File: config.mk
export PLATFORM = sky130hd
export DESIGN_NAME = gas_sensor_frame_parser
export DESIGN_NICKNAME = d
export VERILOG_FILES = /design/src/rtl/gsfp_pkg.sv /design/src/rtl/gsfp_frame.sv /design/src/rtl/gas_sensor_frame_parser.sv
export VERILOG_INCLUDE_DIRS = /design/src /design/src/rtl
export SDC_FILE = /design/constraint.sdc
export NUM_CORES = 1
export LEC_CHECK = 0
export ABC_AREA = 0
export BUFFER_PORTS_ARGS = -buffer_cell sky130_fd_sc_hd__buf_4
export CAP_MARGIN = 25
export CORE_AREA = 8 8 137 139
export DETAILED_ROUTE_END_ITERATION = 8
export DIE_AREA = 0 0 145 147
export PLACE_DENSITY_LB_ADDON = 0.25
export SETUP_SLACK_MARGIN = 0.3
export SLEW_MARGIN = 0
export SYNTH_ARGS = -nofsm -noshare
export SYNTH_HDL_FRONTEND = slang
export SYNTH_HIERARCHICAL = 1
export SYNTH_SLANG_ARGS = --single-unit
File: constraint.sdc
create_clock -name i_clk -period 9.6 [get_ports i_clk]
set_input_delay 0.48 -clock i_clk [delete_from_list [all_inputs] [get_ports i_clk]]
set_output_delay 0.48 -clock i_clk [all_outputs]
set_load 0.05 [all_outputs]
File: src/rtl/assert_macros.svh
// Assertion helpers used by the RTL. They compile to nothing in synthesis.
`ifndef ASSERT_MACROS_SVH
`define ASSERT_MACROS_SVH

`ifndef SYNTHESIS

`define ASSERT_CLK(label, clk, rst_n, prop) \
    label: assert property (@(posedge clk) disable iff (!rst_n) prop) \
        else $error("assertion failed");

`define ASSERT_CLK_MSG(label, clk, rst_n, prop, msg) \
    label: assert property (@(posedge clk) disable iff (!rst_n) prop) \
        else $error(msg);

`else

`define ASSERT_CLK(label, clk, rst_n, prop)

`define ASSERT_CLK_MSG(label, clk, rst_n, prop, msg)

`endif

`endif

File: src/rtl/gsfp_pkg.sv
package gsfp_pkg;

    // Input command codes. Code 3 carries no meaning and is ignored.
    localparam logic [1:0] CMD_BYTE  = 2'd0;
    localparam logic [1:0] CMD_TICK  = 2'd1;
    localparam logic [1:0] CMD_START = 2'd2;

    // Result status codes.
    localparam logic [1:0] ST_OK        = 2'd0;
    localparam logic [1:0] ST_BAD_HDR   = 2'd1;
    localparam logic [1:0] ST_BAD_SUM   = 2'd2;
    localparam logic [1:0] ST_TIMEOUT   = 2'd3;

    // Configuration register indexes.
    localparam int unsigned CFG_IDX_W = 1;
    localparam logic [CFG_IDX_W-1:0] REG_FRAME_KIND = 1'd0;
    localparam logic [CFG_IDX_W-1:0] REG_TIMEOUT_MS = 1'd1;

    localparam logic [15:0] TIMEOUT_RESET = 16'd500;
    localparam logic        KIND_RESET    = 1'b1;

    localparam logic [7:0] SYNC_BYTE   = 8'hFF;
    localparam logic [7:0] HEADER_BYTE = 8'h86;

    // Position of the checksum byte for each frame length (9 and 11 bytes).
    localparam logic [3:0] SHORT_LAST = 4'd8;
    localparam logic [3:0] LONG_LAST  = 4'd10;

    typedef enum logic {
        CAP_IDLE,
        CAP_ACTIVE
    } t_cap_state;

    typedef struct packed {
        logic             valid;
        logic [1:0]       status;
        logic [3:0][15:0] readings;
    } t_result;

endpackage

File: src/rtl/gsfp_frame.sv
module gsfp_frame (
    input  logic                i_clk,
    input  logic                i_rst_n,
    input  logic                i_take,
    input  logic [1:0]          i_command,
    input  logic [7:0]          i_rx_byte,
    input  logic                i_frame_kind,
    input  logic [15:0]         i_timeout_ms,
    output gsfp_pkg::t_result   o_result
);

    gsfp_pkg::t_cap_state r_state, n_state;
    logic [3:0]  r_pos, n_pos;
    logic [7:0]  r_sum, n_sum;
    logic [15:0] r_elapsed, n_elapsed;
    logic        r_hdr_good, n_hdr_good;

    logic [3:0][15:0] r_readings;

    logic        w_rd_we;
    logic [1:0]  w_rd_idx;
    logic [3:0]  w_pos_off;
    logic [15:0] w_elapsed_inc;
    logic [3:0]  w_last;
    logic [7:0]  w_expect;

    assign w_pos_off     = r_pos - 4'd2;
    assign w_rd_idx      = w_pos_off[2:1];
    assign w_elapsed_inc = (r_elapsed == 16'hFFFF) ? r_elapsed : r_elapsed + 16'd1;
    assign w_last        = i_frame_kind ? gsfp_pkg::LONG_LAST : gsfp_pkg::SHORT_LAST;
    assign w_expect      = 8'd0 - r_sum;

    always_ff @(posedge i_clk) begin
        if (!i_rst_n) begin
            r_state    <= gsfp_pkg::CAP_IDLE;
            r_pos      <= 4'd0;
            r_sum      <= 8'd0;
            r_elapsed  <= 16'd0;
            r_hdr_good <= 1'b0;
        end else begin
            r_state    <= n_state;
            r_pos      <= n_pos;
            r_sum      <= n_sum;
            r_elapsed  <= n_elapsed;
            r_hdr_good <= n_hdr_good;
        end
    end

    // Even positions start a reading with its high byte; odd ones fill the low byte.
    always_ff @(posedge i_clk) begin
        if (w_rd_we) begin
            if (!r_pos[0]) begin
                r_readings[w_rd_idx] <= {i_rx_byte, 8'h00};
            end else begin
                r_readings[w_rd_idx][7:0] <= i_rx_byte;
            end
        end
    end

    always_comb begin
        n_state         = r_state;
        n_pos           = r_pos;
        n_sum           = r_sum;
        n_elapsed       = r_elapsed;
        n_hdr_good      = r_hdr_good;
        w_rd_we         = 1'b0;
        o_result        = '0;

        if (i_take) begin
            if (i_command == gsfp_pkg::CMD_START) begin
                n_state    = gsfp_pkg::CAP_ACTIVE;
                n_pos      = 4'd0;
                n_sum      = 8'd0;
                n_elapsed  = 16'd0;
                n_hdr_good = 1'b0;
            end else if (r_state == gsfp_pkg::CAP_ACTIVE) begin
                case (i_command)
                    gsfp_pkg::CMD_TICK: begin
                        n_elapsed = w_elapsed_inc;
                        if (w_elapsed_inc >= i_timeout_ms) begin
                            n_state         = gsfp_pkg::CAP_IDLE;
                            o_result.valid  = 1'b1;
                            o_result.status = gsfp_pkg::ST_TIMEOUT;
                        end
                    end
                    gsfp_pkg::CMD_BYTE: begin
                        if (r_pos == 4'd0) begin
                            if (i_rx_byte == gsfp_pkg::SYNC_BYTE) begin
                                n_pos = 4'd1;
                            end
                        end else if (r_pos >= w_last) begin
                            // A shortened frame kind makes any later byte the checksum.
                            n_state        = gsfp_pkg::CAP_IDLE;
                            n_pos          = 4'd0;
                            o_result.valid = 1'b1;
                            if (!r_hdr_good) begin
                                o_result.status = gsfp_pkg::ST_BAD_HDR;
                            end else if (w_expect != i_rx_byte) begin
                                o_result.status = gsfp_pkg::ST_BAD_SUM;
                            end else begin
                                o_result.status      = gsfp_pkg::ST_OK;
                                o_result.readings[0] = r_readings[0];
                                if (i_frame_kind) begin
                                    o_result.readings[1] = r_readings[1];
                                    o_result.readings[2] = r_readings[2];
                                    o_result.readings[3] = r_readings[3];
                                end
                            end
                        end else begin
                            n_sum = r_sum + i_rx_byte;
                            if (r_pos == 4'd1) begin
                                n_hdr_good = (i_rx_byte == gsfp_pkg::HEADER_BYTE);
                            end else begin
                                w_rd_we = 1'b1;
                            end
                            n_pos = r_pos + 4'd1;
                        end
                    end
                    default: begin
                    end
                endcase
            end
        end
    end

endmodule

File: src/rtl/gas_sensor_frame_parser.sv
// Channel   Direction  Handshake                 Payload
// in        request    i_in_valid / o_in_ready   i_command, i_rx_byte
// out       result     o_out_valid / i_out_ready o_status, o_*_reading
// cfg       write      i_cfg_valid / o_cfg_ready i_cfg_index, i_cfg_data
//
// One request is taken per cycle unless the output stalls; its result, if any, shows in the next cycle.
// The single output register sets the rate: a waiting result blocks a new request
// only while the output is stalled.
// Reset clears the capture state, the output valid and loads the register defaults.
// Configuration writes complete in the cycle they are offered.
`include "assert_macros.svh"

module gas_sensor_frame_parser (
    input  logic        i_clk,
    input  logic        i_rst_n,

    input  logic        i_in_valid,
    output logic        o_in_ready,
    input  logic [1:0]  i_command,
    input  logic [7:0]  i_rx_byte,

    output logic        o_out_valid,
    input  logic        i_out_ready,
    output logic [1:0]  o_status,
    output logic [15:0] o_first_reading,
    output logic [15:0] o_second_reading,
    output logic [15:0] o_third_reading,
    output logic [15:0] o_fourth_reading,

    input  logic        i_cfg_valid,
    output logic        o_cfg_ready,
    input  logic [gsfp_pkg::CFG_IDX_W-1:0] i_cfg_index,
    input  logic [15:0] i_cfg_data
);

    logic        r_frame_kind;
    logic [15:0] r_timeout_ms;

    logic             r_out_valid;
    logic [1:0]       r_status;
    logic [3:0][15:0] r_readings;

    logic              w_take;
    gsfp_pkg::t_result w_result;

    assign o_cfg_ready = 1'b1;
    assign o_in_ready  = !r_out_valid || i_out_ready;
    assign w_take      = i_in_valid && o_in_ready;

    always_ff @(posedge i_clk) begin
        if (!i_rst_n) begin
            r_frame_kind <= gsfp_pkg::KIND_RESET;
            r_timeout_ms <= gsfp_pkg::TIMEOUT_RESET;
        end else if (i_cfg_valid) begin
            case (i_cfg_index)
                gsfp_pkg::REG_FRAME_KIND: r_frame_kind <= i_cfg_data[0];
                gsfp_pkg::REG_TIMEOUT_MS: r_timeout_ms <= i_cfg_data;
                default: begin
                end
            endcase
        end
    end

    gsfp_frame u_frame (
        .i_clk        (i_clk),
        .i_rst_n      (i_rst_n),
        .i_take       (w_take),
        .i_command    (i_command),
        .i_rx_byte    (i_rx_byte),
        .i_frame_kind (r_frame_kind),
        .i_timeout_ms (r_timeout_ms),
        .o_result     (w_result)
    );

    always_ff @(posedge i_clk) begin
        if (!i_rst_n) begin
            r_out_valid <= 1'b0;
        end else if (w_take) begin
            r_out_valid <= w_result.valid;
        end else if (i_out_ready) begin
            r_out_valid <= 1'b0;
        end
    end

    always_ff @(posedge i_clk) begin
        if (w_take && w_result.valid) begin
            r_status   <= w_result.status;
            r_readings <= w_result.readings;
        end
    end

    assign o_out_valid      = r_out_valid;
    assign o_status         = r_status;
    assign o_first_reading  = r_readings[0];
    assign o_second_reading = r_readings[1];
    assign o_third_reading  = r_readings[2];
    assign o_fourth_reading = r_readings[3];

    `ASSERT_CLK_MSG(a_err_no_data, i_clk, i_rst_n, (o_out_valid && o_status != gsfp_pkg::ST_OK) |-> (o_first_reading == 16'd0 && o_second_reading == 16'd0 && o_third_reading == 16'd0 && o_fourth_reading == 16'd0), "error result carries reading data")
    `ASSERT_CLK_MSG(a_short_frame, i_clk, i_rst_n, (o_out_valid && !r_frame_kind) |-> (o_second_reading == 16'd0 && o_third_reading == 16'd0 && o_fourth_reading == 16'd0), "short frame result carries extra readings")
    `ASSERT_CLK(a_result_cause, i_clk, i_rst_n, $rose(r_out_valid) |-> $past(w_take))

endmodule

### After elaboration in Yosys (flattened, before gate mapping)

Cells that the tools add are included.

* eq/ne operators: 10
* reductions and logical operators: 21
* bitwise operators: 7
* mux-type cells: 57
* magnitude comparators: 4
* add/sub/neg operators: 5

Operators with widths (number)
* 67-bit 2-to-1 mux: 5
* 64-bit 2-to-1 mux: 4
* 64-bit bitwise mux: 2
* 16-bit 2-to-1 mux: 5
* 16-bit demux with 2-bit select: 2
* 48-bit 2-to-1 mux: 1
* 8-bit 2-to-1 mux: 6
* 4-bit 2-to-1 mux: 6
* 1-bit 2-to-1 mux: 20
* 16-bit by 1-bit adder with 16-bit output (second input constant): 1
* 16-bit equality test (second input constant): 1
* 8-bit equality test (second input constant): 2
* 16-bit greater-or-equal comparator: 1
* 2-bit nonzero test: 5
* 9-bit OR reduction: 1
* 8-bit adder: 1
* 8-bit inequality test: 1
* 8-bit OR reduction: 1
* 1-bit by 8-bit subtractor with 8-bit output (first input constant): 1
* 1-bit NOT: 7
* 2-bit 2-to-1 mux: 3
* 3-bit one-hot mux with 2 select lines: 1
* 6-bit AND reduction: 1
* 5-bit AND reduction: 1
* other kinds (21): 25

* output and inout port bits: 69
* logic and storage cells: 121
* flip-flop bits (word level): 178

### Logic depth before layout (Yosys ltp)

Gate-level depths: netlist (run 1).

* depth after elaboration: 11
* mapped depth: 15
* gate-level depth less buffers: 14

### By module

The synthesis (run 1) kept the hierarchy.

Modules (own cells, without submodules)
* gsfp_frame: cells an instance 694, times used 1, area an instance 6094.6 sq um, seq. area each 2522.4 sq um
* gas_sensor_frame_parser: cells an instance 153, times used 1, area an instance 2787.7 sq um, seq. area each 2342.2 sq um

### Worst setup path after synthesis (run 1)

Ideal clock, no wire load.

* path type: register -> register
* start: register u_frame.r_elapsed[7]
* end: register r_readings (netlist bit o_first_reading[0]), enable pin
* slack: 3.478 ns
* arrival time: 5.624 ns
* period minus slack after synthesis: 6.122 ns
* stages on the path, launching flop included: 15
* library setup time: 0.498 ns
* path through: dfxtp_1 > clkbuf_1 > and4_1 > nand4_1 > o21ai_1 > nor2_1 > xnor2_1 > ha_1 > and4_1 > a221o_1 > a21oi_1 > o21a_1 > o21ai_0 > nand2_1 > nor2b_1

RTL lines
* from (decl): line gsfp_frame.sv:15 `logic [15:0] r_elapsed, n_elapsed;`
* from (signal assigned): line gsfp_frame.sv:44 `r_elapsed <= n_elapsed;`
* to (signal assigned): line gas_sensor_frame_parser.sv:88 `r_readings <= w_result.readings;`
* to (decl): line gas_sensor_frame_parser.sv:41 `logic [3:0][15:0] r_readings;`

==> results of run 1 <==
Yosys cell counts (3+ instances only):
cell type  number  share of area
edfxtp_1      130           0.44
nor2_1         96          0.041
nand2_1        90          0.038
inv_1          75          0.032
dfxtp_1        48           0.11
nor3_2         33          0.037
a21oi_1        32          0.018
clkbuf_1       32          0.014
ha_1           32          0.045
o21ai_0        31          0.017
nand3_1        20          0.011
nor3_1         18          0.010
nor4_1         15          0.011
xnor2_1        15          0.015
nand4_1        14         0.0099
and3_1         12         0.0085
a31oi_1        11         0.0077
nor4_2         10          0.014
buf_6           8          0.010
o211ai_1        8         0.0068
o21a_1          8         0.0068
and2_1          7         0.0049
nor2b_1         7         0.0049
nand3b_1        6         0.0051
o211ai_2        6         0.0085
a21o_1          5         0.0042
nand2b_1        5         0.0035
buf_2           4         0.0023
o2111ai_1       4         0.0039
o21ai_2         4         0.0039
o22ai_1         4         0.0028
a41oi_1         3         0.0030
buf_4           3         0.0025
nand4b_1        3         0.0030
or2_2           3         0.0021
or4_1           3         0.0025
xor2_1          3         0.0030
cell type report:
| cell class | instances | area [µm²] |
|---|---|---|
| clock buffers | 18 | 429 |
| clock inverters | 14 | 199 |
| fillers | 1368 | 6460 |
| inverters | 75 | 282 |
| multi-input cells | 545 | 3470 |
| flip-flops and latches | 178 | 4860 |
| well taps | 225 | 282 |
| repair buffers | 103 | 773 |
how the worst max path moves through the flow:
stage / to / depth (start not counted) / slack [ns]
finish: o_first_reading[6]$_DFFE_PP_ / 14 / 5.40
global route: o_first_reading[6]$_DFFE_PP_ / 14 / 5.04
CTS: o_second_reading[3]$_DFFE_PP_ / 14 / 5.42
detailed placement: o_second_reading[11]$_DFFE_PP_ / 14 / 5.44
global placement: o_first_reading[9]$_DFFE_PP_ / 14 / 5.59
floorplan: o_first_reading[0]$_DFFE_PP_ / 14 / 3.48
power by group:
part	leakage [nW]	switching (mW)	total, mW	internal, mW
clock network	0.307	0.301	0.742	0.441
registers	1.76	0.00374	0.823	0.820
logic	1.80	0.0495	0.0765	0.0270
flip-flops by register name, indices dropped and copies added, names as in the netlist, 2 cells and up:
signal and cells:
u_frame/r_readings 64, o_third_reading 16, r_timeout_ms 16, o_second_reading 16, u_frame/r_elapsed 16, o_status 2
o_first_reading 16, o_fourth_reading 16, u_frame/r_pos 4, u_frame/r_sum 8
logic make-up after synthesis:
logic type,after synthesis
XOR/XNOR,18
flip-flops,178
adder cells (fa/ha/maj),33
AO/OA/AOI/OAI,139
buffers and inverters,124
other,1
AND/OR/NAND/NOR,353
multiplexers,1
metrics by stage:
stage	worst slack (ns)	std cells	hold WS, ns
2_1_floorplan	3.48	847	0.436
3_3_place_gp	5.59	1126	0.449
3_5_place_dp	5.44	1126	0.453
4_1_cts	5.42	1158	0.272
5_1_grt	5.04	1158	0.292
6_report	5.40	1158	0.287
routing by layer:
layer | part of all wire | up-vias | wire [µm]
met5 | 0 | - | 0
met2 | 0.50 | 197 | 9670
li1 | - | 3165 | -
met1 | 0.43 | 3041 | 8360
met4 | 0.017 | 0 | 322
met3 | 0.056 | 26 | 1080
worst register-to-register path, delay by kind of cell (launching register included):
| kind | cells | cell delay (ns) |
|---|---|---|
| adder cells (fa/ha/maj) | 1 | 0.30 |
| flip-flops | 1 | 0.48 |
| AO/OA/AOI/OAI | 5 | 1.04 |
| XOR/XNOR | 1 | 0.14 |
| AND/OR/NAND/NOR | 6 | 1.17 |
| buffers and inverters | 1 | 0.61 |
==> impl_metrics.csv, run 1 <==
group,metric,value,unit
setup_path,worstSetupPathType,"flop to flop",
cells_and_area,final_net_count,985,
cells_and_area,final_cell_area,0.0103,mm²
clocking,clock_tree.buffer_depth,2,
floorplan,initial_core_util,0.530,
power_and_ir_drop,power_density,159,mW/mm²
setup_path,critical_path_buf_inv_count,1,
grt,gr-total-overflow,0,
clocking,cts_buffers,17,
routing,finalWirelength,19.4,mm
setup_path,biggest_cell_delay_along_the_critical_path,0.61,ns
setup_path,worst_setup_path_startpoint,"u_frame/r_elapsed[7]$_SDFFE_PN0P_",
floorplan,io_pins,101,
routing,antenna_violation_net_count_after_detailed_routing,0,
cells_and_area,area_delta_synth_final,15.9,%
setup_path,critical_path.reg2reg.startpoint,"u_frame/r_elapsed[7]$_SDFFE_PN0P_",
setup_path,critical-path-slowest-cell,"buf_4",
floorplan,core.rowCount,48,
yosys,synthSimpleGateAreaFrac,0.217,
timing,maxSlewHeadroom,0.380,
job,cap_viol_max_count,0,
yosys,synth_cell_type_count,69,
yosys,synth_compound_area_frac,0.106,
status,run_status,"complete, no violations",
setup_path,crit_required,9.65,ns
timing,unrepaired_setup_endpoints_after_global_routing,"no",
floorplan,die_w,145,µm
hold_path,min_path_type,"input pin to flop",
timing,totalNegativeSetupSlack,0,ns
yosys,synth_enable_flop_cells,130,
placement,hpwl_detailed,13.6,mm
cells_and_area,most-common-layout-cells,"edfxtp_1 (130), buf_4 (103), nor2_1 (96)",
grt,global_route.usage.met3,0.0394,
routing,vias,6429,
clocking,clockRootBuffer,"clkbuf_16",
grt,antenna_found_initial,0,
yosys,synthesis.area,0.00888,mm²
cells_and_area,final_core_util,0.614,
clocking,numClockSinks,178,
power_and_ir_drop,power.total,1.64,mW
timing,final_max_slew_violation_count,0,
setup_path,startpoint_type,"flop",
routing,drt_iter0_markers,522,
grt,grt_most_used_layer,"met2",
timing,hold_viol_final,0,
setup_path,r2r-end,"o_first_reading[6]$_DFFE_PP_",
floorplan,chipHeight,147,µm
clocking,hold_bufs_at_cts,0,
yosys,synth_xor_area_frac,0.0177,
yosys,ys.warnings.count,6,
placement,postPlaceCellArea,0.00967,mm²
floorplan,design.core.area,0.0168,mm²
setup_path,cp_top_family,"simple AND/OR/NAND/NOR gates",
grt,grt_max_degree,67,
timing,period_utilization,0.438,
hold_path,holdPathStages,3,
setup_path,path_common_cell,"and4_1",
cells_and_area,most_common_cell_after_layout_fill_and_taps_aside,"edfxtp_1",
yosys,synth-adder-area-share,0.0473,
yosys,mappedNetlistNets,912,
yosys,largest_family_of_logic_cells_by_synthesized_area,"simple AND/OR/NAND/NOR gates",
grt,global_route_wire_length_before_repair,31.3,mm
clocking,clock_tree.htree_level_count,4,
clocking,cts_tree,"built",
clocking,cts_resized,0,
timing,timing.final.crit_period,4.20,ns
yosys,most_used_dff_post_synth,"edfxtp_1",
timing,timing_worst_slew_pin_value,0.922,ns
grt,track_usage,0.182,
hold_path,hold-path-endpoint,"r_timeout_ms[9]$_SDFFE_PN0P_",
placement,place.port_buffers,99,
grt,use_met2,0.312,
yosys,post_synth.cell_area_avg,10.5,µm²
routing,route.detailed.wl_per_inst,16.8,µm
timing,max_freq,238,MHz
grt,number_of_global_route_vias_before_repair,6097,
yosys,seq_area_frac_synth,0.548,
routing,post_drt_via_cell_ratio,5.55,
yosys,synth-seq-cells,178,
yosys,proportion_of_synthesized_flip_flops_having_asynchronous_set_or_reset,0,
setup_path,worst_r2r_path_cells,14,
grt,use_met1,0.223,
yosys,netlist_instances,847,
routing,drt_drc_violations_left,0,
power_and_ir_drop,power_leakage,3.87,nW
timing,final_setup_viols,0,
yosys,muxShareOfSynthArea,0.00113,
clocking,clk_pin_slew_worst_paths,0.07,ns
setup_path,crit_chain,"and4_1 -> nand4_1 -> o21ai_1 -> nor2_1 -> xnor2_1 -> ha_1 -> and4_1 -> a221o_1 -> a21oi_1 -> o21a_1 -> o21ai_0 -> nand2_1 -> nor2b_4 -> buf_4",
hold_path,holdCritStartpoint,"i_cfg_data[9]",
setup_path,crit_path_end_kind,"flop",
placement,final_replace_weighted_congestion,0.940,
setup_path,critical_path.max_fanout,66,
clocking,postCtsSetupBuffers,0,
setup_path,crit_arrival,4.25,ns
routing,detail_route.first_pass.iterations,5,
cells_and_area,drive_gt1_frac,0.209,
power_and_ir_drop,peakVddDrop,116,µV
setup_path,rrSetupSlack,5.40,ns
cells_and_area,antenna_cells_inserted,0,
clocking,clk-insertion-delay-late,0.43,ns
floorplan,die_area,0.0213,mm²
timing,clock-skew-final,0.0120,ns
No activity file was read; power rests on OpenSTA's default activity.
==> run 2, diff against run 1 <==
Settings changed: ABC_AREA 0 to 1, CORE_AREA 8 8 137 139 to 8 8 134 136, DIE_AREA 0 0 145 147 to 0 0 142 144.
Clock period 9.6 ns to 3.9 ns, I/O delays scaled along.
==> run 2 against run 1 <==
Against the previous run:
- first-iteration DRC count is 17% lower
- synthesized cell count rose by 3.0%
- die area shrank 4.1%
- register-to-register slack worse by 4.8 ns
- clock skew down 0.0015 ns
- clock power up 120%
- final cell count rose by 4.9%
- sequential power grew 150%
- total power up 130%
- non-clock buffer count increased by 18
- clock-buffer cell count unchanged
- utilization up 2.3 points
- critical path type unchanged
- critical endpoint is now o_status[0]$_DFFE_PP_
- largest power group unchanged
==> impl_metrics.csv, run 2 <==
group,metric,value,unit
floorplan,die_w,142,µm
floorplan,chipHeight,144,µm
cells_and_area,area_delta_synth_final,20.2,%
clocking,clock_tree.htree_level_count,4,
hold_path,min_path_type,"input pin to flop",
yosys,ys_top_cells_by_area,"edfxtp_1 (46%), dfxtp_1 (11%), nand2_1 (8.2%)",
cells_and_area,most_common_cell_after_layout_fill_and_taps_aside,"nand2_1",
placement,place.port_buffers,99,
power_and_ir_drop,power.total,3.85,mW
routing,post_drt_via_cell_ratio,5.19,
yosys,synth_cell_type_count,45,
routing,drt_iter0_markers,431,
cells_and_area,largest_reg_flops,64,
grt,number_of_global_route_vias_before_repair,6020,
timing,final_setup_viols,0,
power_and_ir_drop,power_density,376,mW/mm²
yosys,seq_area_frac_synth,0.572,
yosys,netlist_instances,872,
yosys,synth_enable_flop_cells,130,
timing,clock-skew-final,0.0105,ns
yosys,synth-seq-cells,178,
cells_and_area,final_core_util,0.637,
clocking,clockRootBuffer,"clkbuf_16",
grt,global_route_wire_length_before_repair,30.3,mm
placement,final_replace_weighted_congestion,0.909,
yosys,synthTopCellsByCount,"nand2_1 (186), edfxtp_1 (130), nor2_1 (125)",
timing,unrepaired_setup_endpoints_after_global_routing,"no",
timing,period_utilization,0.849,
cells_and_area,antenna_cells_inserted,0,
setup_path,worstSetupPathType,"flop to flop",
yosys,most_used_dff_post_synth,"edfxtp_1",
yosys,synthMostInstantiatedCell,"nand2_1",
floorplan,initial_core_util,0.530,
cells_and_area,register_with_the_most_flip_flops,"u_frame/r_readings",
setup_path,startpoint_type,"flop",
grt,track_usage,0.190,
yosys,netlist.top_cell.by_area,"edfxtp_1",
yosys,synthesis.area,0.00851,mm²
setup_path,crit_required,4.02,ns
setup_path,critical-path-slowest-cell,"dfxtp_1",
timing,timing_worst_slew_pin_value,0.827,ns
setup_path,biggest_cell_delay_along_the_critical_path,0.41,ns
yosys,ys.warnings.count,6,
clocking,clk-insertion-delay-late,0.43,ns
timing,timing.final.crit_period,3.31,ns
setup_path,worst_r2r_path_cells,17,
routing,detail_route.first_pass.iterations,5,
clocking,clock_tree.buffer_depth,2,
cells_and_area,final_net_count,1048,
floorplan,core.rowCount,47,
cells_and_area,drive_gt1_frac,0.196,
power_and_ir_drop,power_leakage,3.76,nW
routing,route.detailed.wl_per_inst,16.0,µm
routing,drt_drc_violations_left,0,
placement,hpwl_detailed,13.3,mm
setup_path,critical_path.max_fanout,33,
timing,final_max_slew_violation_count,0,
yosys,post_synth.cell_area_avg,9.76,µm²
clocking,cts_tree,"built",
clocking,cts_buffers,17,
setup_path,crit_chain,"nand3_1 -> nor2_2 -> nand4_1 -> nor2_1 -> nand3_1 -> and2_1 -> ha_1 -> nand4_1 -> a21oi_1 -> nor2_1 -> nand2_1 -> nand2_1 -> a21oi_1 -> inv_1 -> nor3_4 -> buf_12 -> buf_12",
routing,antenna_violation_net_count_after_detailed_routing,0,
timing,maxSlewHeadroom,0.445,
cells_and_area,most-common-layout-cells,"nand2_1 (185), edfxtp_1 (130), nor2_1 (122)",
timing,hold_viol_final,0,
job,cap_viol_max_count,0,
floorplan,io_pins,101,
clocking,numClockSinks,178,
grt,gr-total-overflow,0,
clocking,clk_pin_slew_worst_paths,0.07,ns
hold_path,holdPathStages,3,
floorplan,design.core.area,0.0161,mm²
floorplan,die_area,0.0204,mm²
yosys,mappedNetlistNets,937,
yosys,proportion_of_synthesized_flip_flops_having_asynchronous_set_or_reset,0,
yosys,synth_top_cell_area_share,0.459,
grt,grt_max_degree,67,
setup_path,crit_path_end_kind,"flop",
status,run_status,"complete, no violations",
power_and_ir_drop,peakVddDrop,318,µV
timing,max_freq,302,MHz
routing,vias,6308,
setup_path,crit_arrival,3.43,ns
grt,antenna_found_initial,0,
routing,finalWirelength,19.4,mm
run 2: cell types whose count changed in the layout (fill, tap and decap cells not counted), moves of 14 or more:
cell	previous run	this run
nor3b_2	0	20
nor2_1	96	122
nor3b_1	2	28
xnor2_1	15	1
nor3_2	33	1
nand3_1	20	37
nand2_1	90	185
run 2: cells by family after synthesis:
kind of cell,after synthesis,share of synthesized area
xor gates and xnor gates,12,0.0123
other,1,0.000441
DFF,178,0.572
and+or+nand+nor,454,0.254
adders and majority gates,33,0.0494
buffers and inverters,115,0.0588
AOI/OAI and AO/OA,79,0.0531
run 2: what timing repair did:
action	4_1_cts	5_1_grt
resized for setup	0	5
setup buffers	0	1
hold buffers	10	0
endpoints found under the setup margin	0	66
endpoints found under the hold margin	11	0
run 2: worst paths after layout:
check,start,to,slack [ns]
hold reg to reg,u_frame/r_elapsed[15]$_SDFFE_PN0P_,u_frame/r_elapsed[15]$_SDFFE_PN0P_,0.47
hold / removal,i_cfg_data[9],r_timeout_ms[9]$_SDFFE_PN0P_,0.01
setup / recovery,u_frame/r_elapsed[2]$_SDFFE_PN0P_,o_status[0]$_DFFE_PP_,0.59
setup reg to reg,u_frame/r_elapsed[2]$_SDFFE_PN0P_,o_status[0]$_DFFE_PP_,0.59
run 2: worst max-delay path, delay by kind of cell, from the launching register on:
family	cells	cell delay, ns
compound gates	2	0.31
simple gates	11	1.52
flops	1	0.41
fa+ha+maj	1	0.30
buf+inv	3	0.44
run 2: power by group:
part	total, mW	internal (mW)	switching [mW]
logic	0.207	0.0774	0.130
clock network	1.61	0.888	0.727
registers	2.03	2.02	0.0102
run 2: stage by stage:
| stage | setup TNS, ns | hold slack (ns) | setup WS (ns) | instances | instance area, µm² |
|---|---|---|---|---|---|
| floorplan | -16.30 | 0.308 | -0.247 | 872 | 8550 |
| global placement | 0 | 0.396 | 0.638 | 1171 | 9510 |
| detailed placement | 0 | 0.401 | 0.493 | 1171 | 9510 |
| CTS | 0 | 0.00542 | 0.467 | 1212 | 10200 |
| global route | 0 | 0.0272 | 0.302 | 1215 | 10200 |
| finish | 0 | 0.0146 | 0.591 | 1215 | 10200 |
run 2: layer usage:
metal / vias to the layer above / GRT usage / part of all wire
li1: 3150 / - / -
met1: 2963 / 0.228 / 0.43
met2: 174 / 0.332 / 0.50
met3: 21 / 0.0462 / 0.052
met4: 0 / 0.0577 / 0.015
met5: - / 0 / 0
run 2: layout make-up:
cell class | count | area [µm²]
fill | 1297 | 5820
sequential | 178 | 4870
multi-input combinational | 579 | 3190
timing repair buffer | 121 | 1000
clock buffer | 18 | 429
inverter | 86 | 329
tap | 220 | 275
clock inverter | 13 | 129
